[config.mk]
export PLATFORM = sky130hd
export DESIGN_NAME = rgb_color_cycle_mode_controller
export DESIGN_NICKNAME = d
export VERILOG_FILES = /design/src/hdl/rgbcc_pkg.sv /design/src/hdl/rgbcc_fade_step.sv /design/src/hdl/rgb_color_cycle_mode_controller.sv
export SDC_FILE = /design/constraint.sdc
export NUM_CORES = 1
export LEC_CHECK = 0
export ABC_AREA = 0
export BUFFER_PORTS_ARGS = -buffer_cell sky130_fd_sc_hd__buf_2
export CAP_MARGIN = 10
export CORE_MARGIN = 2
export CORE_UTILIZATION = 35
export DETAILED_ROUTE_END_ITERATION = 16
export GPL_ROUTABILITY_DRIVEN = 0
export SLEW_MARGIN = 5
export SYNTH_ARGS = -nofsm -noshare
export SYNTH_HDL_FRONTEND = slang
export SYNTH_SLANG_ARGS = --single-unit
[constraint.sdc]
create_clock -name clk -period 18.2 [get_ports clk]
set_input_delay 1.82 -clock clk [delete_from_list [all_inputs] [get_ports clk]]
set_output_delay 1.82 -clock clk [all_outputs]
set_load 0.1 [all_outputs]
[src/hdl/rgbcc_pkg.sv]
// ----------------------------------------------------------------------------
// rgbcc_pkg
// Types, constants and helper functions of the RGB color cycle controller.
// ----------------------------------------------------------------------------
`default_nettype none

package rgbcc_pkg;

  // Number of modes and the top fade speed.
  localparam int unsigned MODE_COUNT = 8;
  localparam int unsigned MAX_SPEED  = 10;

  localparam int unsigned LEVEL_W = 8;
  localparam int unsigned MODE_W  = 3;
  localparam int unsigned SPEED_W = 4;
  localparam int unsigned CHAN_W  = 2;
  localparam int unsigned CFG_IDX_W = 2;

  // Configuration register indexes.
  localparam logic [CFG_IDX_W-1:0] CFG_BRIGHT_LEVEL   = 2'd0;
  localparam logic [CFG_IDX_W-1:0] CFG_DIM_LEVEL      = 2'd1;
  localparam logic [CFG_IDX_W-1:0] CFG_INVERT_OUTPUTS = 2'd2;

  // Reset values of the configuration registers.
  localparam logic [LEVEL_W-1:0] BRIGHT_RESET = 8'd255;
  localparam logic [LEVEL_W-1:0] DIM_RESET    = 8'd50;

  // Mode codes.
  localparam logic [MODE_W-1:0] MODE_FADE   = 3'd0;
  localparam logic [MODE_W-1:0] MODE_RED    = 3'd1;
  localparam logic [MODE_W-1:0] MODE_GREEN  = 3'd2;
  localparam logic [MODE_W-1:0] MODE_BLUE   = 3'd3;
  localparam logic [MODE_W-1:0] MODE_PURPLE = 3'd4;
  localparam logic [MODE_W-1:0] MODE_CYAN   = 3'd5;
  localparam logic [MODE_W-1:0] MODE_YELLOW = 3'd6;
  localparam logic [MODE_W-1:0] MODE_WHITE  = 3'd7;

  // Channel codes.
  localparam logic [CHAN_W-1:0] CHAN_RED   = 2'd0;
  localparam logic [CHAN_W-1:0] CHAN_GREEN = 2'd1;
  localparam logic [CHAN_W-1:0] CHAN_BLUE  = 2'd2;

  // Fade state: three channel levels plus the rising and falling pointers.
  typedef struct packed {
    logic [2:0][LEVEL_W-1:0] levels;
    logic [CHAN_W-1:0]       rising;
    logic [CHAN_W-1:0]       falling;
  } fade_state_t;

  // Next channel in the order red, green, blue, wrapping to red.
  function automatic logic [CHAN_W-1:0] next_channel(input logic [CHAN_W-1:0] c);
    next_channel = (c >= CHAN_BLUE) ? CHAN_RED : c + 2'd1;
  endfunction

  // Channel enables {blue, green, red} of a fixed color mode.
  function automatic logic [2:0] color_mask(input logic [MODE_W-1:0] mode);
    logic [2:0] m;
    unique case (mode)
      MODE_RED:    m = 3'b001;
      MODE_GREEN:  m = 3'b010;
      MODE_BLUE:   m = 3'b100;
      MODE_PURPLE: m = 3'b101;
      MODE_CYAN:   m = 3'b110;
      MODE_YELLOW: m = 3'b011;
      MODE_WHITE:  m = 3'b111;
      default:     m = 3'b000;
    endcase
    color_mask = m;
  endfunction

endpackage

`default_nettype wire

[src/hdl/rgbcc_fade_step.sv]
// ----------------------------------------------------------------------------
// rgbcc_fade_step
// One fade tick: raise one channel, lower another, clamp and rotate pointers.
// ----------------------------------------------------------------------------
`default_nettype none

module rgbcc_fade_step
  import rgbcc_pkg::*;
(
  input  fade_state_t        cur,
  input  logic [SPEED_W-1:0] speed,
  input  logic [LEVEL_W-1:0] ceiling,
  output fade_state_t        nxt
);

  logic [CHAN_W-1:0]       up;
  logic [CHAN_W-1:0]       dn;
  logic signed [9:0]       lv [3];
  logic signed [9:0]       spd_s;
  logic signed [9:0]       ceil_s;
  logic                    up_over;
  logic                    dn_under;
  logic [CHAN_W-1:0]       up_nxt;
  logic [CHAN_W-1:0]       dn_nxt;

  // Pointers reduce modulo three; only the unused code needs folding.
  assign up     = (cur.rising  == 2'd3) ? CHAN_RED : cur.rising;
  assign dn     = (cur.falling == 2'd3) ? CHAN_RED : cur.falling;
  assign spd_s  = signed'({6'd0, speed});
  assign ceil_s = signed'({2'd0, ceiling});

  // Rise first, then fall, then the ceiling check, then the zero check.
  always_comb begin
    for (int i = 0; i < 3; i++) begin
      lv[i] = signed'({2'd0, cur.levels[i]});
      if (up == CHAN_W'(i)) lv[i] = lv[i] + spd_s;
      if (dn == CHAN_W'(i)) lv[i] = lv[i] - spd_s;
    end
    up_over = lv[up] > ceil_s;
    up_nxt  = up;
    if (up_over) begin
      lv[up] = ceil_s;
      up_nxt = next_channel(up);
    end
    dn_under = lv[dn] < 10'sd0;
    dn_nxt   = dn;
    if (dn_under) begin
      lv[dn] = 10'sd0;
      dn_nxt = next_channel(dn);
    end
    for (int i = 0; i < 3; i++) begin
      if (lv[i] < 10'sd0) begin
        nxt.levels[i] = '0;
      end else if (lv[i] > 10'sd255) begin
        nxt.levels[i] = 8'd255;
      end else begin
        nxt.levels[i] = lv[i][LEVEL_W-1:0];
      end
    end
    nxt.rising  = up_nxt;
    nxt.falling = dn_nxt;
  end

endmodule

`default_nettype wire

[src/hdl/rgb_color_cycle_mode_controller.sv]
// A request accepted at a clock edge is loaded into the output register at that edge.
// Throughput: one request per cycle; the state update and output register form one stage.
// The input stalls only while a result waits in the output register and the sink stalls.
// Reset (rst_n low, synchronous) restores fade mode, bright, speed 1, red at 255,
// the register defaults 255 / 50 / no inversion, and empties the output register.
// ----------------------------------------------------------------------------
// rgb_color_cycle_mode_controller
// Mode button handling, color wheel fade and fixed colors for two LED groups.
// ----------------------------------------------------------------------------
`default_nettype none

module rgb_color_cycle_mode_controller
  import rgbcc_pkg::*;
(
  input  logic                 clk,
  input  logic                 rst_n,
  // Tick requests
  input  logic                 in_valid,
  output logic                 in_stall,
  input  logic                 in_button_pressed,
  // Results
  output logic                 out_valid,
  input  logic                 out_stall,
  output logic [LEVEL_W-1:0]   out_red_level,
  output logic [LEVEL_W-1:0]   out_green_level,
  output logic [LEVEL_W-1:0]   out_blue_level,
  output logic                 out_second_group_on,
  // Configuration writes
  input  logic                 cfg_valid,
  output logic                 cfg_ready,
  input  logic [CFG_IDX_W-1:0] cfg_index,
  input  logic [LEVEL_W-1:0]   cfg_data
);

  logic [LEVEL_W-1:0] bright_r;
  logic [LEVEL_W-1:0] dim_level_r;
  logic               invert_r;

  logic [MODE_W-1:0]  mode_r,  mode_nxt;
  logic               dim_r,   dim_nxt;
  logic [SPEED_W-1:0] speed_r, speed_nxt;
  fade_state_t        fade_r,  fade_nxt;
  fade_state_t        fade_pre;
  fade_state_t        fade_adv;

  logic               out_valid_r;
  logic [LEVEL_W-1:0] red_r, green_r, blue_r;
  logic               second_r;

  logic               accept;
  logic [MODE_W:0]    mode_inc;
  logic [SPEED_W:0]   speed_inc;
  logic [LEVEL_W-1:0] ceiling;
  logic [2:0]         mask;
  logic [LEVEL_W-1:0] red_v, green_v, blue_v;

  // Handshake: accept whenever the output register is free or draining.
  assign in_stall  = out_valid_r && out_stall;
  assign accept    = in_valid && !in_stall;
  assign cfg_ready = 1'b1;

  // Configuration registers.
  always_ff @(posedge clk) begin
    if (!rst_n) begin
      bright_r    <= BRIGHT_RESET;
      dim_level_r <= DIM_RESET;
      invert_r    <= 1'b0;
    end else if (cfg_valid && cfg_ready) begin
      unique case (cfg_index)
        CFG_BRIGHT_LEVEL:   bright_r    <= cfg_data;
        CFG_DIM_LEVEL:      dim_level_r <= cfg_data;
        CFG_INVERT_OUTPUTS: invert_r    <= cfg_data[0];
        default: ;
      endcase
    end
  end

  // Button press: advance mode, toggle brightness on wrap, bump speed on return to bright.
  always_comb begin
    mode_inc  = {1'b0, mode_r} + 4'd1;
    speed_inc = {1'b0, speed_r} + 5'd1;
    mode_nxt  = mode_r;
    dim_nxt   = dim_r;
    speed_nxt = speed_r;
    if (in_button_pressed) begin
      if (mode_inc >= (MODE_W+1)'(MODE_COUNT)) begin
        mode_nxt = MODE_FADE;
        if (dim_r) begin
          dim_nxt   = 1'b0;
          speed_nxt = (speed_inc > (SPEED_W+1)'(MAX_SPEED)) ? SPEED_W'(1)
                                                            : speed_inc[SPEED_W-1:0];
        end else begin
          dim_nxt = 1'b1;
        end
      end else begin
        mode_nxt = mode_inc[MODE_W-1:0];
      end
    end
  end

  assign ceiling = dim_nxt ? dim_level_r : bright_r;

  // Entering fade mode reloads red at the ceiling.
  always_comb begin
    fade_pre = fade_r;
    if (in_button_pressed && mode_nxt == MODE_FADE) begin
      fade_pre.levels[CHAN_RED]   = ceiling;
      fade_pre.levels[CHAN_GREEN] = '0;
      fade_pre.levels[CHAN_BLUE]  = '0;
      fade_pre.rising             = CHAN_GREEN;
      fade_pre.falling            = CHAN_RED;
    end
  end

  rgbcc_fade_step u_fade_step (
    .cur     (fade_pre),
    .speed   (speed_nxt),
    .ceiling (ceiling),
    .nxt     (fade_adv)
  );

  // Result levels: fade levels in fade mode, masked ceiling otherwise.
  always_comb begin
    mask = color_mask(mode_nxt);
    if (mode_nxt == MODE_FADE) begin
      fade_nxt = fade_adv;
      red_v    = fade_adv.levels[CHAN_RED];
      green_v  = fade_adv.levels[CHAN_GREEN];
      blue_v   = fade_adv.levels[CHAN_BLUE];
    end else begin
      fade_nxt = fade_pre;
      red_v    = mask[0] ? ceiling : '0;
      green_v  = mask[1] ? ceiling : '0;
      blue_v   = mask[2] ? ceiling : '0;
    end
    if (invert_r) begin
      red_v   = ~red_v;
      green_v = ~green_v;
      blue_v  = ~blue_v;
    end
  end

  // Animation state.
  always_ff @(posedge clk) begin
    if (!rst_n) begin
      mode_r  <= MODE_FADE;
      dim_r   <= 1'b0;
      speed_r <= SPEED_W'(1);
      fade_r.levels[CHAN_RED]   <= 8'd255;
      fade_r.levels[CHAN_GREEN] <= '0;
      fade_r.levels[CHAN_BLUE]  <= '0;
      fade_r.rising  <= CHAN_GREEN;
      fade_r.falling <= CHAN_RED;
    end else if (accept) begin
      mode_r  <= mode_nxt;
      dim_r   <= dim_nxt;
      speed_r <= speed_nxt;
      fade_r  <= fade_nxt;
    end
  end

  // Output register valid flag.
  always_ff @(posedge clk) begin
    if (!rst_n) begin
      out_valid_r <= 1'b0;
    end else if (accept) begin
      out_valid_r <= 1'b1;
    end else if (!out_stall) begin
      out_valid_r <= 1'b0;
    end
  end

  // Output register payload.
  always_ff @(posedge clk) begin
    if (accept) begin
      red_r    <= red_v;
      green_r  <= green_v;
      blue_r   <= blue_v;
      second_r <= !dim_nxt;
    end
  end

  assign out_valid           = out_valid_r;
  assign out_red_level       = red_r;
  assign out_green_level     = green_r;
  assign out_blue_level      = blue_r;
  assign out_second_group_on = second_r;

endmodule

`default_nettype wire

# Word level (Yosys, flattened, before mapping)
# Cells that the tools add are included.
[totals]
mem_bits_ro = 0
memories = 0
in_bits = 16
latch_bits = 0
reg_bits = 79
ram_bits = 0
out_inout_bits = 28
elab_cells = 134
[op_classes]
muxes = 55
shift = 0
n_eq_ne = 16
reduce_logical = 14
addsub = 10
magnitude_cmp = 16
n_bitwise = 7
n_div = 0
n_mul = 0
[op_table]
columns = ["operator", "n"]
rows = [
  ["two-way mux 8 bit", 16],
  ["two-way mux 10 bit", 12],
  ["two-way mux 30 bit", 2],
  ["two-way mux 28 bit", 2],
  ["binary-select mux 10 bit (select 2 bit)", 2],
  ["demux 10 bit (select 2 bit)", 2],
  ["< comparator 10 x 1 -> 1 bit, second input constant", 4],
  ["bitwise AND 30 bit", 1],
  ["bitwise mux 30 bit", 1],
  ["> comparator 10 x 9 -> 1 bit, second input constant", 3],
  ["NOT 30 bit", 1],
  ["subtractor 10 x 5 -> 10 bit", 3],
  ["adder 8 x 4 -> 9 bit", 3],
  ["NOT 8 bit", 3],
  ["case mux 3 bit (7 select lines)", 1],
  ["two-way mux 4 bit", 4],
  ["== test 3 bit, second input constant", 4],
  ["two-way mux 2 bit", 6],
  ["== test 2 bit, second input constant", 5],
  ["> comparator 10 x 9 -> 1 bit", 1],
  ["== test 2 x 1 -> 1 bit, second input constant", 3],
  ["== test 3 x 2 -> 1 bit, second input constant", 2],
  [">= comparator 3 bit, second input constant", 2],
  ["zero test 2 bit", 3],
  ["other kinds (16)", 32],
]

# Depth between registers and ports, before layout
[logic_depth]
depth_word = 29
mapped_depth = 42
depth_no_buf = 35

# Modules after synthesis
# From an unflattened synthesis, not the netlist that was laid out.
[unflattened]
cells_unflattened = 875
area_unflattened_um2 = 6990.5
[by_module_without_submodules]
columns = ["mod", "area_per_inst_um2", "seq_area_each_um2", "cells_per_inst", "instances"]
rows = [
  ["rgb_color_cycle_mode_controller", 4006.3, 1831.8, 444, 1],
  ["rgbcc_fade_step", 2984.1, 0.0, 431, 1],
]

# Worst setup path before layout
# OpenSTA, ideal clock, no wires.
[synth_timing]
path_kind = "input to register"
startpoint = "in in_button_pressed"
endpoint = "reg red_r[0], in the netlist out_red_level[0], data pin"
stages = 38
setup_ns = 0.278
arrival_ns = 8.483
n_path_buf = 8
t_required_ns = 17.922
slack_ns = 9.438
cell_sequence = "nand2_1 -> a211o_1 -> buf_6 -> buf_2 -> buf_2 -> clkbuf_1 -> buf_1 -> nand2_1 -> inv_1 -> ha_1 -> clkbuf_1 -> clkbuf_1 -> buf_1 -> nor2_1 -> a21oi_1 -> ha_1 -> inv_1 -> ha_1 -> (+2 left out) -> o31ai_1 -> a21boi_0 -> nor2_1 -> nand2_1 -> xnor2_1 -> a21oi_1 -> o22ai_1 -> ha_1 -> nand4_1 -> o211a_1 -> o21ai_0 -> and2_1 -> a31oi_1 -> a21oi_1 -> o311ai_4 -> nand2_2 -> o32ai_1 -> xor2_1"
[synth_via]
elab_chain_len = 26
word_cells_on_any_way = 70
classes_between = "add/sub: 6; order compare: 8; eq/ne: 13; mux: 32; bitwise: 5; reduce/logical: 6"
[synth_lines]
columns = ["element", "line", "rtl"]
rows = [
  ["start: declaration", "rgb_color_cycle_mode_controller.sv:20", "input logic in_button_pressed,"],
  ["branches (longest 23 deep; another with subtractor 10 x 5 -> 10 bit)", "-", ""],
  ["two-way mux 8 bit *", "rgb_color_cycle_mode_controller.sv:125", "if (mode_nxt == MODE_FADE) begin"],
  ["NOT 8 bit", "rgb_color_cycle_mode_controller.sv:137", "red_v = ~red_v;"],
  ["two-way mux 8 bit *", "rgb_color_cycle_mode_controller.sv:136", "if (invert_r) begin"],
  ["net red_v[0]", "rgb_color_cycle_mode_controller.sv:55", "logic [LEVEL_W-1:0] red_v, green_v, blue_v;"],
  ["end signal: assignment", "rgb_color_cycle_mode_controller.sv:176", "red_r <= red_v;"],
  ["end: declaration", "rgb_color_cycle_mode_controller.sv:47", "logic [LEVEL_W-1:0] red_r, green_r, blue_r;"],
]
# Mark *: on every way through the listed nets, which the timed path passes. The select of a mux whose other input is x is not followed.
# A chain may end at the register's enable or synchronous reset.

# Worst setup path after layout
[layout_timing]
startpoint = "in in_button_pressed"
endpoint = "reg green_r[1], in the netlist out_green_level[1], data pin"
[layout_via]
elab_chain_len = 26
word_cells_on_any_way = 70
classes_between = "add/sub: 6; order compare: 8; eq/ne: 13; mux: 32; bitwise: 5; reduce/logical: 6"
[layout_lines]
columns = ["element", "line", "rtl"]
rows = [
  ["branches (longest 23 deep; another with subtractor 10 x 5 -> 10 bit)", "-", ""],
  ["two-way mux 8 bit *", "rgb_color_cycle_mode_controller.sv:125", ""],
  ["NOT 8 bit", "rgb_color_cycle_mode_controller.sv:138", "green_v = ~green_v;"],
  ["two-way mux 8 bit *", "rgb_color_cycle_mode_controller.sv:136", ""],
  ["net green_v[1]", "rgb_color_cycle_mode_controller.sv:55", ""],
  ["end signal: assignment", "rgb_color_cycle_mode_controller.sv:177", "green_r <= green_v;"],
  ["end: declaration", "rgb_color_cycle_mode_controller.sv:47", ""],
]
# Marks and branches as above.

==> impl_metrics.csv <==
group,metric,value,unit
yosys,async_flop_share,0,%
placed_design,place_inst,1249,
route,ant_nets,0,
global_route,grt_pass1_wl,38300,um
timing,max-slew-margin-rel,26.6,%
yosys,syn_area,7550,um2
timing,fin_crit,9490,ps
clocking,root_buffer,"clkbuf_16",
hold_path,hold_class,"register to register",
final_layout,final_nets,1035,
global_route,grt_util_all_layers,21.8,%
route,drt_iter0_markers,778,
placed_design,portBuffers,42,
power,p_sw,0.304,mW
timing,hold_viol,0,
yosys,synth_fa_ha_area_share,5.90,%
setup_path,critPathLaunchType,"input pin",
floorplan,dieArea,22800,um2
power,swShare,42.8,%
clocking,ctsResizeCount,0,
global_route,antenna_found_initial,0,
clocking,cts_tree,"done",
power,intPower,0.407,mW
clocking,clkTransAtPathRegs,70,ps
floorplan,start_util,35.8,%
yosys,yosysTopAreaCellShare,14.3,%
timing,fmax,105,MHz
yosys,syn_area_per_cell,7.71,um2
setup_path,path_common_cell,"ha_1",
timing,period_share,52.2,%
power,power.density,86.2,nW/um2
setup_path,cp.arrival,9590,ps
floorplan,fp.dieW,151,um
clocking,cts_hold_buffers,0,
timing,worst_pin_slew,1100,ps
route,firstDrtPassIters,5,
yosys,ys_ff_latch,79,
timing,rsz0062_at_grt,"false",
yosys,synth_area_leaders,"dfxtp_1 14%, edfxtp_1 9.9%, ha_1 5.6%, nand2_1 5.5%, a21oi_1 4.8%",
floorplan,fp.dieH,151,um
power,finalPower,0.711,mW
yosys,yosys.area.top_type,"dfxtp_1",
final_layout,drive_gt1_share,10.7,%
route,num_vias,7730,
global_route,grt_max_degree,48,
placed_design,place_hpwl,18400,um
yosys,ys_warn_count,0,
setup_path,regToRegStartpoint,"mode_r[0]",
setup_path,worstPathRequired,18300,ps
floorplan,io_pins,44,
hold_path,hold_end,"fade_r[15]",
power,clockPowerShare,28.9,%
timing,drv_slew,0,
yosys,synth_nets,1030,
global_route,grt-ovfl-total,0,
clocking,numCtsBuffers,9,
final_layout,syn_to_final_growth,9.24,%
timing,final.setup_skew,10.5,ps
setup_path,slowest_stage,"mux2i_1",
setup_path,critPathMaxStageDelay,660,ps
job,cap_violations,0,
setup_path,crit_fanout,14,
yosys,synth_cell_types,93,
clocking,cts_setup_buffers,0,
yosys,synthFlopType,"dfxtp_1",
clocking,clock_sinks,79,
route,post_drt_wl_per_cell,19.5,um
yosys,synthMuxAreaShare,4.75,%
final_layout,antennaDiodeCount,0,
yosys,syn_inst,980,
power,power_frac_seq,29.3,%
route,wl,24700,um
floorplan,num_rows,53,
yosys,synth_xor_area_share,7.32,%
timing,final-setup-viol-count,0,
clocking,clkLatencyLatePin,360,ps
clocking,cts_buffer_depth,2,
hold_path,whs_path_depth,2,
hold_path,hp-start,"fade_r[15]",
final_layout,fill_cells,2208,
yosys,synth_compound_area_share,31.0,%
yosys,synth_top_family_by_area,"compound AO/OA/AOI/OAI gates",
setup_path,endpoint_kind,"register",
setup_path,r2r_setup_slack,9610,ps
status,status,"finished, final reports clean",
power,ir_worst_vdd,45.7,uV
final_layout,instances_no_fill,1265,
setup_path,rr_endpoint,"out_green_level[1]",
floorplan,design.core.area,21100,um2
yosys,yosys.area_share.simple,20.6,%
clocking,htree_levels,3,
timing,final.setup.tns,0,ps
setup_path,worst-setup-path-type,"input pin to register",
yosys,synth_edf_count,25,
setup_path,reg2reg_depth,31,
yosys,ys_seq_area_share,24.3,%
route,drcViolationCount,0,
power,p_leak,3.29,nW
global_route,grt_pass1_vias,6984,
power,pwr-share-comb,41.8,%
route,post_drt_via_cell_ratio,6.11,
placed cells by master, fill, tap and decap left out, drive strengths merged, types with 11 or more instances in the layout:
cell type and count:
nand2 113, nor2 89, a21oi 74, o21ai 66, buf 55, dfxtp 54
inv 51, xnor2 40, ha 34, nand3 32, mux2i 28, edfxtp 25
xor2 21, nor3 18, a31oi 18, and2 16, a211oi 16, o22ai 13
o32ai 12, o31ai 11, a22oi 11
synth_stat cells, types with 4 or more instances:
cell type,count
nand2_1,111
nor2_1,88
a21oi_1,73
o21ai_0,59
dfxtp_1,54
inv_1,46
xnor2_1,39
clkbuf_1,36
ha_1,34
nand3_1,32
mux2i_1,28
edfxtp_1,25
xor2_1,21
nor3_1,18
a31oi_1,17
and2_1,16
a211oi_1,14
buf_2,14
o22ai_1,12
o32ai_1,12
a22oi_1,11
o31ai_1,11
nand2b_1,10
o21a_1,10
a311oi_1,9
a221o_1,8
nand4_1,8
o211ai_1,8
a211o_1,7
and3_1,7
mux2_2,7
nor2b_1,7
nor4_1,7
o21ai_1,7
o221ai_1,7
a32o_1,5
buf_1,5
buf_6,5
or3_1,5
a21o_1,4
a31o_2,4
o21bai_1,4
power by group through the flow:
stage / combinational (mW) / clock (mW) / sequential, mW
after floorplan: 0.171 / 0 / 0.267
after global placement: 0.291 / 0 / 0.212
after detailed placement: 0.290 / 0 / 0.212
after CTS: 0.292 / 0.208 / 0.208
after global routing: 0.320 / 0.214 / 0.210
final: 0.297 / 0.205 / 0.208
metrics by stage:
step           hold slack, ps  worst slack, ps  utilization [%]  instance area (um2)
3_5_place_dp              446             8650             37.6                 7920
5_1_grt                   496             8350             39.1                 8250
4_1_cts                   459             8990             39.1                 8250
6_report                  465             8710             39.1                 8250
3_3_place_gp              442             8660             37.6                 7920
2_1_floorplan             427             9440                -                 7550
cell type report:
cell class	count	area (um2)	area share, %
inverter	48	180	2.18
sequential	79	1830	22.2
timing repair buffer	55	308	3.73
tap	275	344	4.17
clock inverter	6	78.8	0.955
clock buffer	10	250	3.03
multi-input combinational	792	5260	63.7
worst max-delay path: cells and delay by family:
family | cells | cell delay, ps
buffers and inverters | 2 | 290
muxes | 1 | 660
and+or+nand+nor | 10 | 1580
AOI/OAI and AO/OA | 11 | 3200
xor gates and xnor gates | 4 | 990
adders and majority gates | 4 | 1040
metal layers:
layer	part of all wire (%)	vias to the layer above	wire length, um	GRT usage, %
met1	44	3643	10900	29.6
li1	-	3673	-	-
met3	8.0	62	1990	5.36
met5	0	-	0	0
met2	44	352	10800	33.2
met4	4.0	0	997	8.79
cells by family (layout without fill, tap and decap cells):
group                    count (synthesis)  in the layout
AO/OA/AOI/OAI                          328            328
XOR/XNOR                                61             61
adder cells (fa/ha/maj)                 36             36
buffers and inverters                  109            119
flip-flops                              79             79
multiplexers                            35             35
other                                    1              1
AND/OR/NAND/NOR                        331            331
registers in the layout, indices dropped and copies added (netlist names):
name / cells
out_valid: 1
out_blue_level: 8
bright_r: 8
out_red_level: 8
dim_level_r: 8
out_green_level: 8
dim_r: 1
fade_r: 28
speed_r: 4
invert_r: 1
out_second_group_on: 1
mode_r: 3
worst max path at each step:
stage,from,to,depth (start not counted)
after global routing,in_button_pressed,out_green_level[1],32
after detailed placement,in_button_pressed,out_red_level[2],32
after global placement,in_button_pressed,out_red_level[0],32
after CTS,in_button_pressed,out_red_level[2],32
final,in_button_pressed,out_green_level[1],32
after floorplan,in_button_pressed,out_red_level[0],38
No activity file was read; power rests on OpenSTA's default activity.
